**src/design/quaternion_to_rotation_matrix_assert.svh**
```systemverilog
// Assertion macros for the quaternion to rotation matrix block.
`ifndef QUATERNION_TO_ROTATION_MATRIX_ASSERT_SVH
`define QUATERNION_TO_ROTATION_MATRIX_ASSERT_SVH

`ifndef SYNTH
`define QRM_ASSERT(lbl, prop) \
  lbl: assert property (@(posedge clk) disable iff (!rst_n) prop) \
    else $error("qrm assertion failed");
`define QRM_ASSERT_LAT(lbl, cause, effect, n) \
  lbl: assert property (@(posedge clk) disable iff (!rst_n) (cause) |-> ##n (effect)) \
    else $error("qrm latency assertion failed");
`else
`define QRM_ASSERT(lbl, prop)
`define QRM_ASSERT_LAT(lbl, cause, effect, n)
`endif

`endif

```
**src/design/qrm_pkg.sv**
```systemverilog
// Types, constants and rounding function for the quaternion to rotation matrix block.
package qrm_pkg;

  localparam int FRAC_BITS  = 14;
  localparam int DATA_W     = 16;
  localparam int PROD_W     = 2 * DATA_W;
  localparam int SUM_W      = (2 * FRAC_BITS > PROD_W) ? 2 * FRAC_BITS + 2 : PROD_W + 2;
  localparam int HALF_SHIFT = FRAC_BITS - 1;
  localparam int SHR_W      = SUM_W - HALF_SHIFT;
  localparam int LATENCY    = 3;

  localparam logic signed [SUM_W-1:0] ONE_HALF   = SUM_W'(1) << (2 * FRAC_BITS - 1);
  localparam logic signed [SUM_W-1:0] ROUND_BIAS = SUM_W'(1) << (FRAC_BITS - 2);
  localparam logic signed [SHR_W-1:0] SAT_MAX    = SHR_W'(32767);
  localparam logic signed [SHR_W-1:0] SAT_MIN    = SHR_W'(-32768);
  localparam int                      DIAG_MIN   = (FRAC_BITS >= 15) ? -32768 : -(1 << FRAC_BITS);

  typedef struct packed {
    logic signed [DATA_W-1:0] qw;
    logic signed [DATA_W-1:0] qi;
    logic signed [DATA_W-1:0] qj;
    logic signed [DATA_W-1:0] qk;
  } in_t;

  typedef struct packed {
    logic signed [DATA_W-1:0] m00;
    logic signed [DATA_W-1:0] m01;
    logic signed [DATA_W-1:0] m02;
    logic signed [DATA_W-1:0] m10;
    logic signed [DATA_W-1:0] m11;
    logic signed [DATA_W-1:0] m12;
    logic signed [DATA_W-1:0] m20;
    logic signed [DATA_W-1:0] m21;
    logic signed [DATA_W-1:0] m22;
  } out_t;

  typedef struct packed {
    logic signed [PROD_W-1:0] ww;
    logic signed [PROD_W-1:0] ii;
    logic signed [PROD_W-1:0] jj;
    logic signed [PROD_W-1:0] kk;
    logic signed [PROD_W-1:0] ij;
    logic signed [PROD_W-1:0] wk;
    logic signed [PROD_W-1:0] wj;
    logic signed [PROD_W-1:0] ik;
    logic signed [PROD_W-1:0] jk;
    logic signed [PROD_W-1:0] wi;
  } prod_t;

  typedef struct packed {
    logic signed [SUM_W-1:0] s00;
    logic signed [SUM_W-1:0] s01;
    logic signed [SUM_W-1:0] s02;
    logic signed [SUM_W-1:0] s10;
    logic signed [SUM_W-1:0] s11;
    logic signed [SUM_W-1:0] s12;
    logic signed [SUM_W-1:0] s20;
    logic signed [SUM_W-1:0] s21;
    logic signed [SUM_W-1:0] s22;
  } sum_t;

  // Round half up at the output scale, then clamp to 16 bits.
  function automatic logic signed [DATA_W-1:0] rnd_sat(input logic signed [SUM_W-1:0] p);
    logic signed [SUM_W-1:0] b;
    logic signed [SHR_W-1:0] r;
    b = p + ROUND_BIAS;
    r = SHR_W'(b >>> HALF_SHIFT);
    if (r > SAT_MAX) begin
      return DATA_W'(SAT_MAX);
    end else if (r < SAT_MIN) begin
      return DATA_W'(SAT_MIN);
    end else begin
      return DATA_W'(r);
    end
  endfunction

endpackage

```
**src/design/qrm_rnd.sv**
```systemverilog
// Output stage: round, saturate and register the nine entries.
module qrm_rnd (
  input  logic          clk,
  input  logic          rst_n,
  input  logic          vld_in,
  input  qrm_pkg::sum_t sum_in,
  output logic          vld_out,
  output qrm_pkg::out_t m_out
);

  logic          vld_r;
  qrm_pkg::out_t m_r;
  qrm_pkg::out_t m_nxt;

  always_comb begin
    m_nxt.m00 = qrm_pkg::rnd_sat(sum_in.s00);
    m_nxt.m01 = qrm_pkg::rnd_sat(sum_in.s01);
    m_nxt.m02 = qrm_pkg::rnd_sat(sum_in.s02);
    m_nxt.m10 = qrm_pkg::rnd_sat(sum_in.s10);
    m_nxt.m11 = qrm_pkg::rnd_sat(sum_in.s11);
    m_nxt.m12 = qrm_pkg::rnd_sat(sum_in.s12);
    m_nxt.m20 = qrm_pkg::rnd_sat(sum_in.s20);
    m_nxt.m21 = qrm_pkg::rnd_sat(sum_in.s21);
    m_nxt.m22 = qrm_pkg::rnd_sat(sum_in.s22);
  end

  always_ff @(posedge clk) begin
    if (!rst_n) begin
      vld_r <= 1'b0;
    end else begin
      vld_r <= vld_in;
    end
  end

  always_ff @(posedge clk) begin
    if (vld_in) begin
      m_r <= m_nxt;
    end
  end

  assign vld_out = vld_r;
  assign m_out   = m_r;

endmodule

```
**config.mk**
```make
export PLATFORM = sky130hd
export DESIGN_NAME = qrm_rnd
export DESIGN_NICKNAME = d
export VERILOG_FILES = /design/src/design/quaternion_to_rotation_matrix_assert.svh /design/src/design/qrm_pkg.sv /design/src/design/qrm_rnd.sv
export SDC_FILE = /design/constraint.sdc
export NUM_CORES = 1
export LEC_CHECK = 0
export BUFFER_PORTS_ARGS = -buffer_cell sky130_fd_sc_hd__buf_4
export CAP_MARGIN = 20
export CORE_AREA = 4 4 174 176
export CTS_CLUSTER_DIAMETER = 30
export DETAILED_ROUTE_END_ITERATION = 10
export DIE_AREA = 0 0 178 180
export GPL_TIMING_DRIVEN = 0
export MAX_ROUTING_LAYER = met4
export REMOVE_ABC_BUFFERS = 1
export SLEW_MARGIN = 10
export SYNTH_ARGS = -nofsm -noshare
export SYNTH_HDL_FRONTEND = slang
export SYNTH_SLANG_ARGS = --single-unit
export TNS_END_PERCENT = 20
```
**constraint.sdc**
```tcl
create_clock -name clk -period 3.9 [get_ports clk]
set_input_delay 0.585 -clock clk [delete_from_list [all_inputs] [get_ports clk]]
set_output_delay 0.585 -clock clk [all_outputs]
set_load 0.005 [all_outputs]
```
==> qor.yml <==
outcome:
  outcome: "finished, final reports clean"
floorplan:
  fp.dieH_um: 180
  start_util: 0.336
  die_w_um: 178
  num_rows: 62
  ioPinCount: 454
  coreArea_um2: 28600
  dieArea_um2: 32000
global_route:
  grt_first_pass_wirelength_um: 46900
  track_usage: 0.187
  grt_max_degree: 101
  antenna_found_initial: 1
  grt_pass1_vias: 8643
  grt_overflow: 0
worst_setup_path:
  cp.required_ps: 4010
  worstPathArrival_ps: 3020
  start_kind: "primary input"
  cp_slowest_cell: "o311ai_2"
  critPathKind: "primary input to flip-flop"
  slowest_delay_ps: 930
  endpoint_kind: "flip-flop"
  crit_chain: "buf_4 > ha_1 > nand4_1 > or2_2 > a21oi_1 > nor2_1 > o311ai_2 > o21ai_0"
  crit_fanout: 15
worst_hold_path:
  hp-class: "primary input to flip-flop"
  min-delay-start: "rst_n"
  holdPathEnd: "vld_out$_SDFF_PN0_"
  whs_path_depth: 2
timing:
  fin_tns_setup_ps: 0
  final-setup-viol-count: 0
  rsz0062_at_grt: "false"
  hold_viol: 0
  slew_headroom: 0.273
  fmax_mhz: 344
  slew_viol_final: 0
  worstMarginPinSlew_ps: 1090
  fin_crit_ps: 2910
  fin_crit_sh: 0.746
cts:
  root_buffer: "clkbuf_16"
  cts_max_level: 4
  post_cts_resized: 0
  postCtsSetupBuffers: 0
  cts_buffers: 17
  clk_path_buf_depth: 2
  clk_pin_slew_worst_paths_ps: 70
  cts.sinks: 145
  cts_tree: "built"
  postCtsHoldBufs: 0
run:
  cap_violations: 0
power_and_ir_drop:
  p_total_mw: 4.51
  leakagePower_nw: 4.94
  p_per_area_nw_per_um2: 340
  ir_drop_uv: 255
layout:
  layout-drive-gt1-share: 0.305
  fin_cells: 1732
  design_area_um2: 13300
  areaGrowthSynthToFinish_pct: 37.8
  nNetsFinal: 1652
placed_design:
  post_dp_cell_area_um2: 12600
  routabilityCongestion: 0.854
  dp.cells: 1697
  dpl.hpwl_um: 23600
  numPortBuffers: 345
synth:
  synth_flop_cell: "edfxtp_1"
  ys_ff_latch: 145
  synth-edff-count: 144
  syn_avg_cell_area_um2: 9.69
  ys_seq_area_frac: 0.451
  yosys_warnings: 0
  syn_area_um2: 9620
  async_reset_ff_frac: 0
  ys_types: 70
  syn_inst: 993
drt:
  wl_per_cell_um: 17.6
  via_count: 9026
  antenna_left: 0
  dr.pass1.iters: 4
  avgViaCountPerCell: 5.21
  drcViolationCount: 0
  drt_iter0_drc: 560
  totalWireLength_um: 30400
## power by group
group	internal, mW	switching [mW]	leakage (nW)
logic	0.422	0.421	3.22
clock network	0.978	0.768	0.296
registers	1.88	0.0407	1.42
total	3.28	1.23	4.94
## kinds of logic (layout without fill, tap and decap cells)
family / count (synthesis) / after routing / synth area share
XOR/XNOR: 161 / 161 / 0.147
flip-flops: 145 / 145 / 0.451
AND/OR/NAND/NOR: 392 / 392 / 0.221
other: 0 / 1 / 0
adder cells (fa/ha/maj): 9 / 9 / 0.0117
multiplexers: 4 / 4 / 0.00442
buffers and inverters: 54 / 408 / 0.0226
AO/OA/AOI/OAI: 228 / 228 / 0.142
## area by class of cell
class / count / area [um^2]
Tap cell: 384 / 480
Inverter: 27 / 101
Timing Repair Buffer: 349 / 2650
Multi-Input combinational cell: 794 / 5070
Clock inverter: 15 / 189
Clock buffer: 17 / 425
Fill cell: 2759 / 15400
Sequential cell: 145 / 4340
Antenna cell: 1 / 2.50
## per-layer routing
layer,vias up,share of wire,track usage
met4,0,0.023,0.0575
li1,4451,-,-
met1,4267,0.42,0.231
met5,-,0,-
met2,270,0.49,0.310
met3,38,0.066,0.0384
## how the worst max path moves through the flow
stage / startpoint / to / slack, ps / cells after the start
global route: sum_in[285] / m_out[128]$_SDFFCE_PN1P_ / 680 / 8
finish: sum_in[182] / m_out[83]$_SDFFCE_PN1P_ / 990 / 8
global placement: sum_in[182] / m_out[83]$_SDFFCE_PN1P_ / 290 / 8
detailed placement: sum_in[250] / m_out[112]$_SDFFCE_PN1P_ / 560 / 8
floorplan: sum_in[284] / m_out[128]$_SDFFCE_PN1P_ / 1210 / 7
CTS: sum_in[284] / m_out[128]$_SDFFCE_PN1P_ / 1000 / 8
## stage by stage
stage	hold WS, ps	setup slack, ps	utilization
2_1_floorplan	697	1210	-
3_3_place_gp	799	295	0.439
3_5_place_dp	813	556	0.441
4_1_cts	360	1000	0.463
5_1_grt	361	679	0.463
6_report	379	990	0.463
## sequential cells by signal, summed over array words and instances, names as in the netlist
signal   cells
m_out      144
vld_out      1
## synthesized netlist by cell type (3+ instances only)
library cell  count  area [um^2]
or3_1             3         18.8
o32ai_1           3         26.3
nand2_1          72          270
nor4_1            9         56.3
nor3b_1           5         37.5
and3_1           26          163
nor3_1           24          120
nand2b_1          6         37.5
or2_2             6         37.5
edfxtp_1        144         4320
ha_1              9          113
a41oi_1           4         35.0
nor4_2            3         37.5
nor2_1           65          244
o21ai_1           6         30.0
nand4_1          54          338
nor2b_1           3         18.8
o211ai_1          5         37.5
and4_1           11         96.3
xor2_1           86          753
a21oi_1          49          245
and2_1            4         25.0
clkbuf_1         19         71.3
o21a_1            4         30.0
nand3_1          73          365
a31oi_1           7         43.8
nand4b_1          4         35.0
xnor2_1          75          657
nand3b_1          5         37.5
o31a_1            6         52.6
buf_2             5         25.0
a2111oi_0         3         26.3
inv_1            27          101
o21ai_0         113          566
a311oi_1          7         61.3
or4_1             5         37.5
## placed cells by master, fill, tap and decap left out, types with 9 or more instances in the layout
cell	synthesis	final
a21oi_1	49	49
edfxtp_1	144	144
nand2_1	72	72
buf_4	0	346
xnor2_1	75	75
nor4_1	9	9
and3_1	26	26
nor2_1	65	65
nand4_1	54	54
and4_1	11	11
inv_1	27	27
nor3_1	24	24
clkbuf_16	0	17
ha_1	9	9
nand3_1	73	73
o21ai_0	113	113
xor2_1	86	86
## worst max-delay path: cells and delay by family
kind,cells,cell delay [ps]
buffers and inverters,1,90
adder cells (fa/ha/maj),1,240
AO/OA/AOI/OAI,3,1370
AND/OR/NAND/NOR,3,730
Note: power is estimated with default switching activity, not from simulation.
