**src/design/quaternion_to_rotation_matrix_assert.svh**
```systemverilog
// Assertion macros for the quaternion to rotation matrix block.
`ifndef QUATERNION_TO_ROTATION_MATRIX_ASSERT_SVH
`define QUATERNION_TO_ROTATION_MATRIX_ASSERT_SVH

`ifndef SYNTH
`define QRM_ASSERT(lbl, prop) \
  lbl: assert property (@(posedge clk) disable iff (!rst_n) prop) \
    else $error("qrm assertion failed");
`define QRM_ASSERT_LAT(lbl, cause, effect, n) \
  lbl: assert property (@(posedge clk) disable iff (!rst_n) (cause) |-> ##n (effect)) \
    else $error("qrm latency assertion failed");
`else
`define QRM_ASSERT(lbl, prop)
`define QRM_ASSERT_LAT(lbl, cause, effect, n)
`endif

`endif

```
**src/design/qrm_pkg.sv**
```systemverilog
// Types, constants and rounding function for the quaternion to rotation matrix block.
package qrm_pkg;

  localparam int FRAC_BITS  = 14;
  localparam int DATA_W     = 16;
  localparam int PROD_W     = 2 * DATA_W;
  localparam int SUM_W      = (2 * FRAC_BITS > PROD_W) ? 2 * FRAC_BITS + 2 : PROD_W + 2;
  localparam int HALF_SHIFT = FRAC_BITS - 1;
  localparam int SHR_W      = SUM_W - HALF_SHIFT;
  localparam int LATENCY    = 3;

  localparam logic signed [SUM_W-1:0] ONE_HALF   = SUM_W'(1) << (2 * FRAC_BITS - 1);
  localparam logic signed [SUM_W-1:0] ROUND_BIAS = SUM_W'(1) << (FRAC_BITS - 2);
  localparam logic signed [SHR_W-1:0] SAT_MAX    = SHR_W'(32767);
  localparam logic signed [SHR_W-1:0] SAT_MIN    = SHR_W'(-32768);
  localparam int                      DIAG_MIN   = (FRAC_BITS >= 15) ? -32768 : -(1 << FRAC_BITS);

  typedef struct packed {
    logic signed [DATA_W-1:0] qw;
    logic signed [DATA_W-1:0] qi;
    logic signed [DATA_W-1:0] qj;
    logic signed [DATA_W-1:0] qk;
  } in_t;

  typedef struct packed {
    logic signed [DATA_W-1:0] m00;
    logic signed [DATA_W-1:0] m01;
    logic signed [DATA_W-1:0] m02;
    logic signed [DATA_W-1:0] m10;
    logic signed [DATA_W-1:0] m11;
    logic signed [DATA_W-1:0] m12;
    logic signed [DATA_W-1:0] m20;
    logic signed [DATA_W-1:0] m21;
    logic signed [DATA_W-1:0] m22;
  } out_t;

  typedef struct packed {
    logic signed [PROD_W-1:0] ww;
    logic signed [PROD_W-1:0] ii;
    logic signed [PROD_W-1:0] jj;
    logic signed [PROD_W-1:0] kk;
    logic signed [PROD_W-1:0] ij;
    logic signed [PROD_W-1:0] wk;
    logic signed [PROD_W-1:0] wj;
    logic signed [PROD_W-1:0] ik;
    logic signed [PROD_W-1:0] jk;
    logic signed [PROD_W-1:0] wi;
  } prod_t;

  typedef struct packed {
    logic signed [SUM_W-1:0] s00;
    logic signed [SUM_W-1:0] s01;
    logic signed [SUM_W-1:0] s02;
    logic signed [SUM_W-1:0] s10;
    logic signed [SUM_W-1:0] s11;
    logic signed [SUM_W-1:0] s12;
    logic signed [SUM_W-1:0] s20;
    logic signed [SUM_W-1:0] s21;
    logic signed [SUM_W-1:0] s22;
  } sum_t;

  // Round half up at the output scale, then clamp to 16 bits.
  function automatic logic signed [DATA_W-1:0] rnd_sat(input logic signed [SUM_W-1:0] p);
    logic signed [SUM_W-1:0] b;
    logic signed [SHR_W-1:0] r;
    b = p + ROUND_BIAS;
    r = SHR_W'(b >>> HALF_SHIFT);
    if (r > SAT_MAX) begin
      return DATA_W'(SAT_MAX);
    end else if (r < SAT_MIN) begin
      return DATA_W'(SAT_MIN);
    end else begin
      return DATA_W'(r);
    end
  endfunction

endpackage

```
**src/design/qrm_sum.sv**
```systemverilog
// Sum stage: matrix entries at double scale, with the half taken off the diagonal.
module qrm_sum (
  input  logic           clk,
  input  logic           rst_n,
  input  logic           vld_in,
  input  qrm_pkg::prod_t prod_in,
  output logic           vld_out,
  output qrm_pkg::sum_t  sum_out
);

  localparam int SW = qrm_pkg::SUM_W;

  logic          vld_r;
  qrm_pkg::sum_t sum_r;
  qrm_pkg::sum_t sum_nxt;

  always_comb begin
    sum_nxt.s00 = SW'(prod_in.ww) + SW'(prod_in.ii) - qrm_pkg::ONE_HALF;
    sum_nxt.s01 = SW'(prod_in.ij) - SW'(prod_in.wk);
    sum_nxt.s02 = SW'(prod_in.wj) + SW'(prod_in.ik);
    sum_nxt.s10 = SW'(prod_in.wk) + SW'(prod_in.ij);
    sum_nxt.s11 = SW'(prod_in.ww) + SW'(prod_in.jj) - qrm_pkg::ONE_HALF;
    sum_nxt.s12 = SW'(prod_in.jk) - SW'(prod_in.wi);
    sum_nxt.s20 = SW'(prod_in.ik) - SW'(prod_in.wj);
    sum_nxt.s21 = SW'(prod_in.wi) + SW'(prod_in.jk);
    sum_nxt.s22 = SW'(prod_in.ww) + SW'(prod_in.kk) - qrm_pkg::ONE_HALF;
  end

  always_ff @(posedge clk) begin
    if (!rst_n) begin
      vld_r <= 1'b0;
    end else begin
      vld_r <= vld_in;
    end
  end

  always_ff @(posedge clk) begin
    if (vld_in) begin
      sum_r <= sum_nxt;
    end
  end

  assign vld_out = vld_r;
  assign sum_out = sum_r;

endmodule

```
**config.mk**
```make
export PLATFORM = sky130hd
export DESIGN_NAME = qrm_sum
export DESIGN_NICKNAME = d
export VERILOG_FILES = /design/src/design/quaternion_to_rotation_matrix_assert.svh /design/src/design/qrm_pkg.sv /design/src/design/qrm_sum.sv
export SDC_FILE = /design/constraint.sdc
export NUM_CORES = 1
export LEC_CHECK = 0
export BUFFER_PORTS_ARGS = -buffer_cell sky130_fd_sc_hd__buf_2
export CAP_MARGIN = 20
export CORE_AREA = 3 3 245 247
export DETAILED_ROUTE_END_ITERATION = 8
export DIE_AREA = 0 0 248 250
export HOLD_SLACK_MARGIN = 0.1
export PLACE_DENSITY = 0.66
export SLEW_MARGIN = 0
export SYNTH_ARGS = -nofsm -noshare
export SYNTH_HDL_FRONTEND = slang
export SYNTH_SLANG_ARGS = --single-unit
```
**constraint.sdc**
```tcl
create_clock -name clk -period 5.5 [get_ports clk]
set_input_delay 1.1 -clock clk [delete_from_list [all_inputs] [get_ports clk]]
set_output_delay 1.1 -clock clk [all_outputs]
set_load 0.01 [all_outputs]
```
==> summary.txt, run 1 <==
Worst setup path
  – Crit path kind: primary input to flop
  – CP top delay family: compound AO/OA/AOI/OAI gates
  – CP bufs+invs: 1
  – Critical Path AT: 4870 ps
  – Req. time, crit path: 5920 ps
  – Slowest stage cell, crit path: a21oi_1
  – Startpoint Class: primary input
  – CP Capture Type: flop
  – Max incr delay on CP: about 520 ps
  – Most used cell, CP: ha_1
  – Crit path cell chain: buf_2 -> ha_1 -> ha_1 -> fa_1 -> a21o_1 -> a21oi_1 -> o21ai_0 -> nand3_1 -> nor3b_1 -> o41ai_1 -> and2_1 -> o31a_1 -> o2111ai_1 -> a22o_1
  – Worst-path fanout max: 4

Clock network
  – CTS tree: built
  – Post-cts sizing count: 0
  – Clock transition at path regs: around 60 ps
  – Setup Fix Bufs, Post-CTS: 0
  – TritonCTS Sinks: about 300
  – H-Tree Depth: 2
  – CTS max path bufs: 3
  – Hold-fix buffers, CTS: 0
  – Root buffer cell: clkbuf_16
  – CTS Buf Count: 39

Floorplan
  – Core Box Area: 57800 um2
  – Die ar.: 62000 um2
  – Die Wd: 248 um
  – Die height: 250 um
  – # rows: roughly 90
  – Initial Util: 42.5%
  – Io pins: 630

Synthesis
  – Post-Syn Area: 24600 um2
  – Seq/Total Area, Yosys: 36.4%
  – Top_reg_cell synth: edfxtp_1
  – Mapped Nets: 3229
  – Synth top area cells: edfxtp_1 36%, ha_1 20%, xnor2_1 6.6%
  – Mapped Cells: 2513
  – Yosys reg bits: 298
  – Ys async rst share: 0%
  – Mapped Avg Cell Area: 9.78 um2
  – Post-synth cell types: between 80 and 90
  – Post-synth EDFFs: around 300
  – Synth top area share: 36.3%
  – Yosys Warn Count: 0
  – Area leader, netlist: edfxtp_1

Pwr
  – Pwr dens: 296 nW/um2
  – LEAKAGE: roughly 14 nW
  – VDD IR max: 0.204 mV

Global routing
  – Peak-usage layer in the global routing report: met2
  – Initial antenna violation count: 21
  – Largest net degree at the start of global routing: 115
  – First-pass GRT wire length: 121000 um
  – Total routing usage reported by global routing: between 20 and 30%
  – Met3 Use GR: 5.68%
  – Vias in the first global route: 20900
  – GR Util met1: 32.1%
  – Grt ovf: 0
  – Met2 GRT Util: 42.6%

Min path
  – Hold Path Class: primary input to flop
  – Hold EP: vld_out
  – Critical hold path startpoint: rst_n
  – Hold path cells: 2

STA
  – Unrepaired setup endpoints after global routing: no
  – Minimum clock period: 4440 ps
  – Slew HR: a little over a fifth
  – Final setup violation count: 0
  – Peak Freq: about 0.23 GHz
  – Slew Limit Fails: 0
  – Final period utilization: between 80% and 90%
  – Setup_tns: 0 ps
  – Worst-Margin Slew: 1160 ps
  – Final hold viol count: 0

Job
  – Maxcap violations: 0

Placed design
  – IO buf count: 629
  – Placed Area: between 20000 and 30000 um2
  – Final HPWL DP: 67400 um
  – GP Congestion: 0.949

Drt
  – DRC: 0
  – DR pass1 iterations: 7
  – Routed Antenna Nets: 0
  – Total wire length: 81800 um
  – WL per Instance: about 21 um
  – Number of DRC markers in iteration 0: ~1400
  – Via total after detailed routing: 21300
  – DR vias/cell: 5.44

Finish
  – Filler cells: 5258
  – Layout cells sized above 1: 23.6%
  – Area growth syn-to-layout: 21.3%
  – Most frequent cells in the layout: 628 x buf_2, 384 x ha_1, 297 x edfxtp_1, 243 x inv_1, 241 x a21oi_1
  – Post-route design area: 29800 um2
  – Most common library cell in the layout ignoring fill and taps: buf_2
  – Fin nets: 3827

Outcome
  – Outcome: finished, final reports clean
## final cells by class
class	instances	area (um2)	share of cell area (%)
sequential	298	8940	30.0
inverter	248	931	3.12
timing repair buffer	634	3220	10.8
clock inverter	23	277	0.928
tap	765	957	3.21
antenna	15	37.5	0.126
multi-input combinational	1890	14400	48.2
clock buffer	48	1080	3.63
## logic make-up after synthesis
kind of cell	share of synthesized area [%]
multiplexers	0.0866
AO/OA/AOI/OAI	18.7
XOR/XNOR	8.41
flip-flops	36.4
AND/OR/NAND/NOR	11.0
buffers and inverters	5.20
adder cells (fa/ha/maj)	20.3
## flip-flops by register name (all words and copies together), names as in the netlist
register,flops
sum_out,297
vld_out,1
## stage by stage
stage / instances / power (W) / setup slack, ps / utilization, % / hold slack [ps]
3_3_place_gp: 3835 / 0.00610 / 539 / 49.1 / 1310
2_1_floorplan: 2513 / 0.00497 / 1250 / - / 1210
3_5_place_dp: 3835 / 0.00614 / 539 / 49.1 / 1320
4_1_cts: 3906 / 0.00890 / 1100 / 51.5 / 723
5_1_grt: 3917 / 0.00930 / 786 / 51.5 / 744
6_report: 3921 / 0.00883 / 1060 / 51.6 / 768
## routing by layer
layer / vias to the layer above / part of all wire, % / wire length (um)
li1: 10300 / - / -
met4: 8 / 2.9 / 2370
met2: 768 / 47 / 38800
met5: - / 0.061 / 50
met3: 126 / 7.5 / 6120
met1: 10200 / 42 / 34600
## report_power, final
group          leakage (nW)  total (W)  switching (W)  internal [W]
Combinational          10.3    0.00293        0.00175       0.00117
Clock                 0.665    0.00272        0.00104       0.00168
Sequential             2.92    0.00319       0.000151       0.00304
Total                  13.9    0.00883        0.00294       0.00589
## worst max-delay path by stage
stage / start / end / slack (ps) / cells after the start
floorplan: prod_in[257] / sum_out[299] / 1250 / 13
global placement: prod_in[289] / sum_out[299] / 540 / 14
detailed placement: prod_in[289] / sum_out[299] / 540 / 14
CTS: prod_in[289] / sum_out[299] / 1100 / 14
global route: prod_in[289] / sum_out[33] / 790 / 14
finish: prod_in[289] / sum_out[33] / 1060 / 14
## synthesized netlist by cell type (all sizes together) (5+ instances only)
cell type and number:
o21a 31, a221oi 5, nand3 28, nor3 39, nor2b 33, or3 13, a211o 8, o21ai 121
o211ai 10, nor4 15, a31oi 22, edfxtp 297, buf 21, nand2b 33, nand4 22, a311o 6
o31a 14, inv 244, a2111oi 9, o31ai 23, or4 6, o41ai 9, nand2 102, xnor2 185
and2 13, xor2 51, nor2 226, ha 384, or2 8, a21oi 242, o311ai 7, o22ai 5
a311oi 7, a21o 65, o21bai 44, clkbuf 56, a211oi 24, and3 13, fa 9, a21boi 7
No activity file was read; power rests on OpenSTA's default activity.
==> run 2: changes to the inputs <==
--- a/config.mk
+++ b/config.mk
@@ -11,7 +11,7 @@
 export DETAILED_ROUTE_END_ITERATION = 8
 export DIE_AREA = 0 0 248 250
 export HOLD_SLACK_MARGIN = 0.1
-export PLACE_DENSITY = 0.66
+export PLACE_DENSITY = 0.68
 export SLEW_MARGIN = 0
 export SYNTH_ARGS = -nofsm -noshare
 export SYNTH_HDL_FRONTEND = slang
==> constraint.sdc (replaced) <==
create_clock -name clk -period 3.95 [get_ports clk]
set_input_delay 0.79 -clock clk [delete_from_list [all_inputs] [get_ports clk]]
set_output_delay 0.79 -clock clk [all_outputs]
set_load 0.01 [all_outputs]
==> run 2 against run 1 <==
Net effect: routed wire length is 4.8% lower; combinational power is 46% higher; via count is 1.4% higher; utilization is 2.0 points higher; largest cell class unchanged; total power is 42% higher; worst setup slack worse by 920 ps; hold slack worse by 290 ps; clock power is 42% higher; final cell count is 3.7% higher.
==> summary.txt, run 2 (same netlist as run 1, synthesis figures left out) <==
STA
  – Slew HR: 54.7%
  – Final hold viol count: 0
  – Minimum clock period: 3810 ps
  – Hold Slack: 478 ps
  – Final setup violation count: 0
  – Worst-Margin Slew: 670 ps
  – Setup_tns: 0 ps
  – Final period utilization: 96.5%
  – Peak Freq: approximately 0.26 GHz
  – Setup ws final: 139 ps
  – Unrepaired setup endpoints after global routing: no
  – Slew Limit Fails: 0

Floorplan
  – Io pins: 630
  – Die Wd: 248 um
  – Core Box Area: slightly below 60000 um2
  – Initial Util: 42.5%
  – # rows: 88
  – Die height: around 250 um
  – Die ar.: 62000 um2

Placed design
  – Final HPWL DP: 64700 um
  – IO buf count: 629
  – Dpl ws: -443 ps
  – GP Congestion: 0.922

Pwr
  – VDD IR max: between 0.3 and 0.4 mV
  – Pwr dens: 405 nW/um2
  – LEAKAGE: 14.6 nW

Clock network
  – CTS max path bufs: 3
  – Clock transition at path regs: about 60 ps
  – H-Tree Depth: 2
  – CTS tree: built
  – Root buffer cell: clkbuf_16
  – TritonCTS Sinks: 298
  – Setup Fix Bufs, Post-CTS: 0
  – CTS Buf Count: 39

Drt
  – Total wire length: 77900 um
  – DR vias/cell: between 5 and 6
  – Number of DRC markers in iteration 0: 1391
  – Routed Antenna Nets: 0
  – DRC: 0
  – Via total after detailed routing: 21600
  – WL per Instance: around 19 um
  – DR pass1 iterations: 5

Worst setup path
  – CP top delay family: compound AO/OA/AOI/OAI gates
  – Crit path cell chain: buf_2 -> ha_1 -> ha_1 -> fa_1 -> a21o_1 -> a21oi_2 -> nor2b_1 -> o21a_1 -> o41a_1 -> o21ai_1 -> buf_4 -> o41ai_1 -> o21a_1 -> o2111a_1 -> a311o_1
  – CP bufs+invs: 2
  – Startpoint Class: primary input
  – Worst-path fanout max: 3
  – Req. time, crit path: 4230 ps
  – Critical path launch point: prod_in[289]
  – Critical Path AT: 4090 ps
  – CP Capture Type: flop
  – Crit path depth: 15
  – Crit path kind: primary input to flop
  – Worst setup endpoint: sum_out[299]
  – Slowest stage cell, crit path: fa_1
  – Max incr delay on CP: about 450 ps

Finish
  – Most frequent cells in the layout: 628 x buf_2, 384 x ha_1, 297 x edfxtp_1, 243 x inv_1, 240 x a21oi_1
  – Fin nets: 3979
  – Layout cells sized above 1: 27.1%
  – Most common library cell in the layout ignoring fill and taps: buf_2
  – Filler cells: 5318
  – Max FFs per register: 297
  – Area growth syn-to-layout: 26.0%
  – Utilization after layout: 53.6%

Global routing
  – Grt ovf: 0
  – Vias in the first global route: 20900
  – Largest net degree at the start of global routing: 71
  – Initial antenna violation count: 17
  – Total routing usage reported by global routing: 24.1%
  – First-pass GRT wire length: 116000 um

Outcome
  – Outcome: finished, final reports clean

Job
  – Maxcap violations: 0

Min path
  – Hold Path Class: primary input to flop
run 2: worst min-delay path by stage:
stage	to	slack, ps	from	depth (start not counted)
CTS	vld_out	450	rst_n	2
global placement	vld_out	1030	rst_n	2
global route	vld_out	470	rst_n	2
floorplan	sum_out[0]	900	vld_in	0
detailed placement	vld_out	1040	rst_n	2
finish	vld_out	480	rst_n	2
run 2: metal layers:
metal	share of wire, %	global-route usage, %	vias up
met5	0.068	0	-
met4	3.2	7.90	10
met3	8.3	5.95	132
met2	47	40.5	720
met1	42	30.1	10200
li1	-	-	10600
run 2: layout make-up:
cell class                      count  area (um2)  area share, %
Multi-Input combinational cell   1890       14400           46.4
Clock buffer                       47        1080           3.48
Timing Repair Buffer              786        4360           14.1
Inverter                          248         931           3.01
Tap cell                          765         957           3.09
Clock inverter                     23         299          0.966
Antenna cell                       11        27.5         0.0889
Sequential cell                   298        8940           28.9
run 2: power breakdown:
part           internal [W]  switching (W)  leakage (nW)
Combinational       0.00183        0.00244          11.0
Clock               0.00240        0.00145         0.667
Sequential          0.00423       0.000198          2.92
Total               0.00845        0.00409          14.6
run 2: repair_timing:
item,CTS,global route
resized for setup,0,3
hold buffers,0,0
setup endpoints to repair,0,4
run 2: stage by stage:
stage               power (W)  cells  cell area (um2)
floorplan             0.00692   2513            24600
global placement      0.00870   3987            29500
detailed placement    0.00872   3987            29500
CTS                    0.0126   4057            30900
global route           0.0132   4064            31000
finish                 0.0125   4068            31000
==> run 3: changes to the inputs <==
--- a/config.mk
+++ b/config.mk
@@ -5,13 +5,14 @@
 export SDC_FILE = /design/constraint.sdc
 export NUM_CORES = 1
 export LEC_CHECK = 0
+export ABC_AREA = 1
 export BUFFER_PORTS_ARGS = -buffer_cell sky130_fd_sc_hd__buf_2
 export CAP_MARGIN = 20
-export CORE_AREA = 3 3 245 247
+export CORE_MARGIN = 5
+export CORE_UTILIZATION = 45
 export DETAILED_ROUTE_END_ITERATION = 8
-export DIE_AREA = 0 0 248 250
 export HOLD_SLACK_MARGIN = 0.1
-export PLACE_DENSITY = 0.68
+export PLACE_DENSITY = 0.7
 export SLEW_MARGIN = 0
 export SYNTH_ARGS = -nofsm -noshare
 export SYNTH_HDL_FRONTEND = slang
==> run 3 against run 2 <==
Net effect: routed wire length up 55%; first-iteration DRC count up 95%; synthesized area up 34%; worst setup slack better by 1300 ps; hold slack worse by 54 ps; critical path depth down 1; sequential share of layout area down 5.4 points; utilization down 1.4 points; design area up 23%; maximum frequency up 50%.
==> summary.txt, run 3 <==
Drt
  – Routed Antenna Nets: 0
  – WL per Instance: between 15 and 20 um
  – DR vias/cell: 4.95
  – Total wire length: approximately 120000 um
  – DRC: 0
  – DR pass1 iterations: 6
  – Number of DRC markers in iteration 0: roughly 2700
  – Via total after detailed routing: between 30000 and 40000

Floorplan
  – Die Wd: ~280 um
  – Io pins: 630
  – # rows: 99
  – Initial Util: 45.3%
  – Die ar.: 78800 um2
  – Core Box Area: 72800 um2
  – Die height: 281 um

Pwr
  – Pwr dens: between 300 and 400 nW/um2
  – VDD IR max: between 0.3 and 0.4 mV
  – LEAKAGE: between 20 and 25 nW

Worst setup path
  – Startpoint Class: primary input
  – Crit path kind: primary input to flop
  – Worst-path fanout max: 3
  – Critical Path AT: 2860 ps
  – Req. time, crit path: 4280 ps
  – CP Capture Type: flop

Synthesis
  – Ys async rst share: 0%
  – XOR/XNOR Fraction of Synth Area: 3.83%
  – Seq/Total Area, Yosys: 27.1%
  – Mapped Avg Cell Area: 6.50 um2
  – Adder and majority cell fraction of the synthesized area: around 15%
  – Post-Syn Area: 33000 um2
  – Post-synth EDFFs: 297
  – Yosys Warn Count: 0
  – Mapped Nets: 5790
  – Yosys reg bits: 298
  – Most numerous cell in the Yosys netlist: nand2_1
  – Synth top area cells: edfxtp_1 27%, nand2_1 22%, ha_1 15%
  – Top_reg_cell synth: edfxtp_1
  – Post-synth cell types: 36
  – Mapped Cells: 5074
  – Post-synthesis simple-gate area fraction: 34.5%
  – Post-synthesis mux area share: 0%
  – Post-synthesis compound-gate area fraction: 4.23%
  – Synth top area share: 27.1%
  – Largest family of logic cells by synthesized area: simple AND/OR/NAND/NOR gates
  – Area leader, netlist: edfxtp_1
  – Most common library cells after synthesis: 1928 x nand2_1, 1108 x inv_1, 384 x ha_1

Global routing
  – Vias in the first global route: between 30000 and 40000
  – Grt ovf: 0
  – Met2 GRT Util: 49.1%
  – GR Util met1: 37.4%
  – Met3 Use GR: 5.31%
  – Total routing usage reported by global routing: 29.0%
  – First-pass GRT wire length: 176000 um
  – Peak-usage layer in the global routing report: met2
  – Largest net degree at the start of global routing: 63
  – Initial antenna violation count: 11

STA
  – Minimum clock period: approximately 2500 ps
  – Peak Freq: between 0.3 and 0.4 GHz
  – Final period utilization: between 60% and 70%
  – Final hold viol count: 0
  – Final setup violation count: 0
  – Setup_tns: 0 ps
  – Slew Limit Fails: 0
  – Unrepaired setup endpoints after global routing: no
  – Worst-Margin Slew: 579 ps
  – Slew HR: 61.4%

Outcome
  – Outcome: finished, final reports clean

Finish
  – Most frequent cells in the layout: 1928 x nand2_1, 1108 x inv_1, 628 x buf_2, 384 x ha_1, 365 x nor2_1
  – Most common library cell in the layout ignoring fill and taps: nand2_1
  – Filler cells: 7337
  – Area growth syn-to-layout: 15.3%
  – Post-route design area: 38000 um2
  – Layout cells sized above 1: 15.1%
  – Max FFs per register: about 300
  – Fin nets: 6371

Clock network
  – Post-cts sizing count: 0
  – Root buffer cell: clkbuf_16
  – CTS tree: built
  – H-Tree Depth: 2
  – Setup Fix Bufs, Post-CTS: 0
  – Clock transition at path regs: 60 ps
  – CTS Buf Count: just over 40
  – CTS max path bufs: 3
  – TritonCTS Sinks: 298
  – Hold-fix buffers, CTS: 0

Min path
  – Hold EP: vld_out
  – Critical hold path startpoint: rst_n
  – Hold path cells: 3
  – Hold Path Class: primary input to flop

Placed design
  – GP Congestion: 1.01
  – Final HPWL DP: 103000 um
  – Placed Area: 36600 um2
  – IO buf count: 629

Job
  – Maxcap violations: 0
run 3: cell count changes after synthesis, moves of 88 or more:
| cell | change |
|---|---|
| nand3_1 | +201 |
| nand2_1 | +1826 |
| o21ai_0 | -88 |
| nor2_1 | +139 |
| xnor2_1 | -170 |
| inv_1 | +865 |
run 3: critical path: stages:
cell	delay [ps]
buf_2	140
ha_1	290
ha_1	270
fa_1	480
nand2_1	80
nand2_1	100
nand3_1	100
nand2_1	120
nand2_1	90
nand2_1	130
nand2_1	110
nand2_1	60
nand2_1	60
nand2_1	40
run 3: layout make-up:
class | instances | area, um2 | share of cell area [%]
Clock buffer | 48 | 1060 | 2.79
Inverter | 1134 | 4260 | 11.2
Sequential cell | 298 | 8940 | 23.5
Clock inverter | 22 | 284 | 0.747
Antenna cell | 7 | 17.5 | 0.0461
Tap cell | 959 | 1200 | 3.16
Timing Repair Buffer | 634 | 3250 | 8.54
Multi-Input combinational cell | 3546 | 19000 | 50.0
run 3: cells by family after synthesis:
logic type	Yosys count
AND/OR/NAND/NOR	2753
buffers and inverters	1230
AO/OA/AOI/OAI	256
flip-flops	298
XOR/XNOR	144
adder cells (fa/ha/maj)	393
run 3: report_power, final:
group | total [W] | leakage [nW] | switching, W | internal, W
clock | 0.00384 | 0.649 | 0.00152 | 0.00231
combinational | 0.00517 | 18.9 | 0.00348 | 0.00169
sequential | 0.00442 | 2.91 | 0.000226 | 0.00419
run 3: stage by stage:
| step | hold slack, ps | worst slack, ps | utilization (%) | total power [W] | std cells |
|---|---|---|---|---|---|
| after global placement | 974 | 838 | 50.3 | 0.00954 | 6571 |
| after global routing | 415 | 1240 | 52.2 | 0.0142 | 6646 |
| after floorplan | 883 | 1310 | - | 0.00758 | 5074 |
| after detailed placement | 973 | 812 | 50.3 | 0.00957 | 6571 |
| after CTS | 376 | 1440 | 52.2 | 0.0135 | 6641 |
| final | 424 | 1420 | 52.2 | 0.0134 | 6648 |
run 3: layer usage:
layer | routed length, um | up-vias
met5 | 42 | -
met4 | 4340 | 8
met3 | 10300 | 200
met2 | 55800 | 1266
met1 | 50100 | 14900
li1 | - | 16600
run 3: worst max path at each step:
stage	startpoint	endpoint
6_report	prod_in[289]	sum_out[33]
5_1_grt	prod_in[289]	sum_out[29]
4_1_cts	prod_in[289]	sum_out[33]
3_5_place_dp	prod_in[289]	sum_out[33]
3_3_place_gp	prod_in[289]	sum_out[33]
2_1_floorplan	prod_in[225]	sum_out[165]
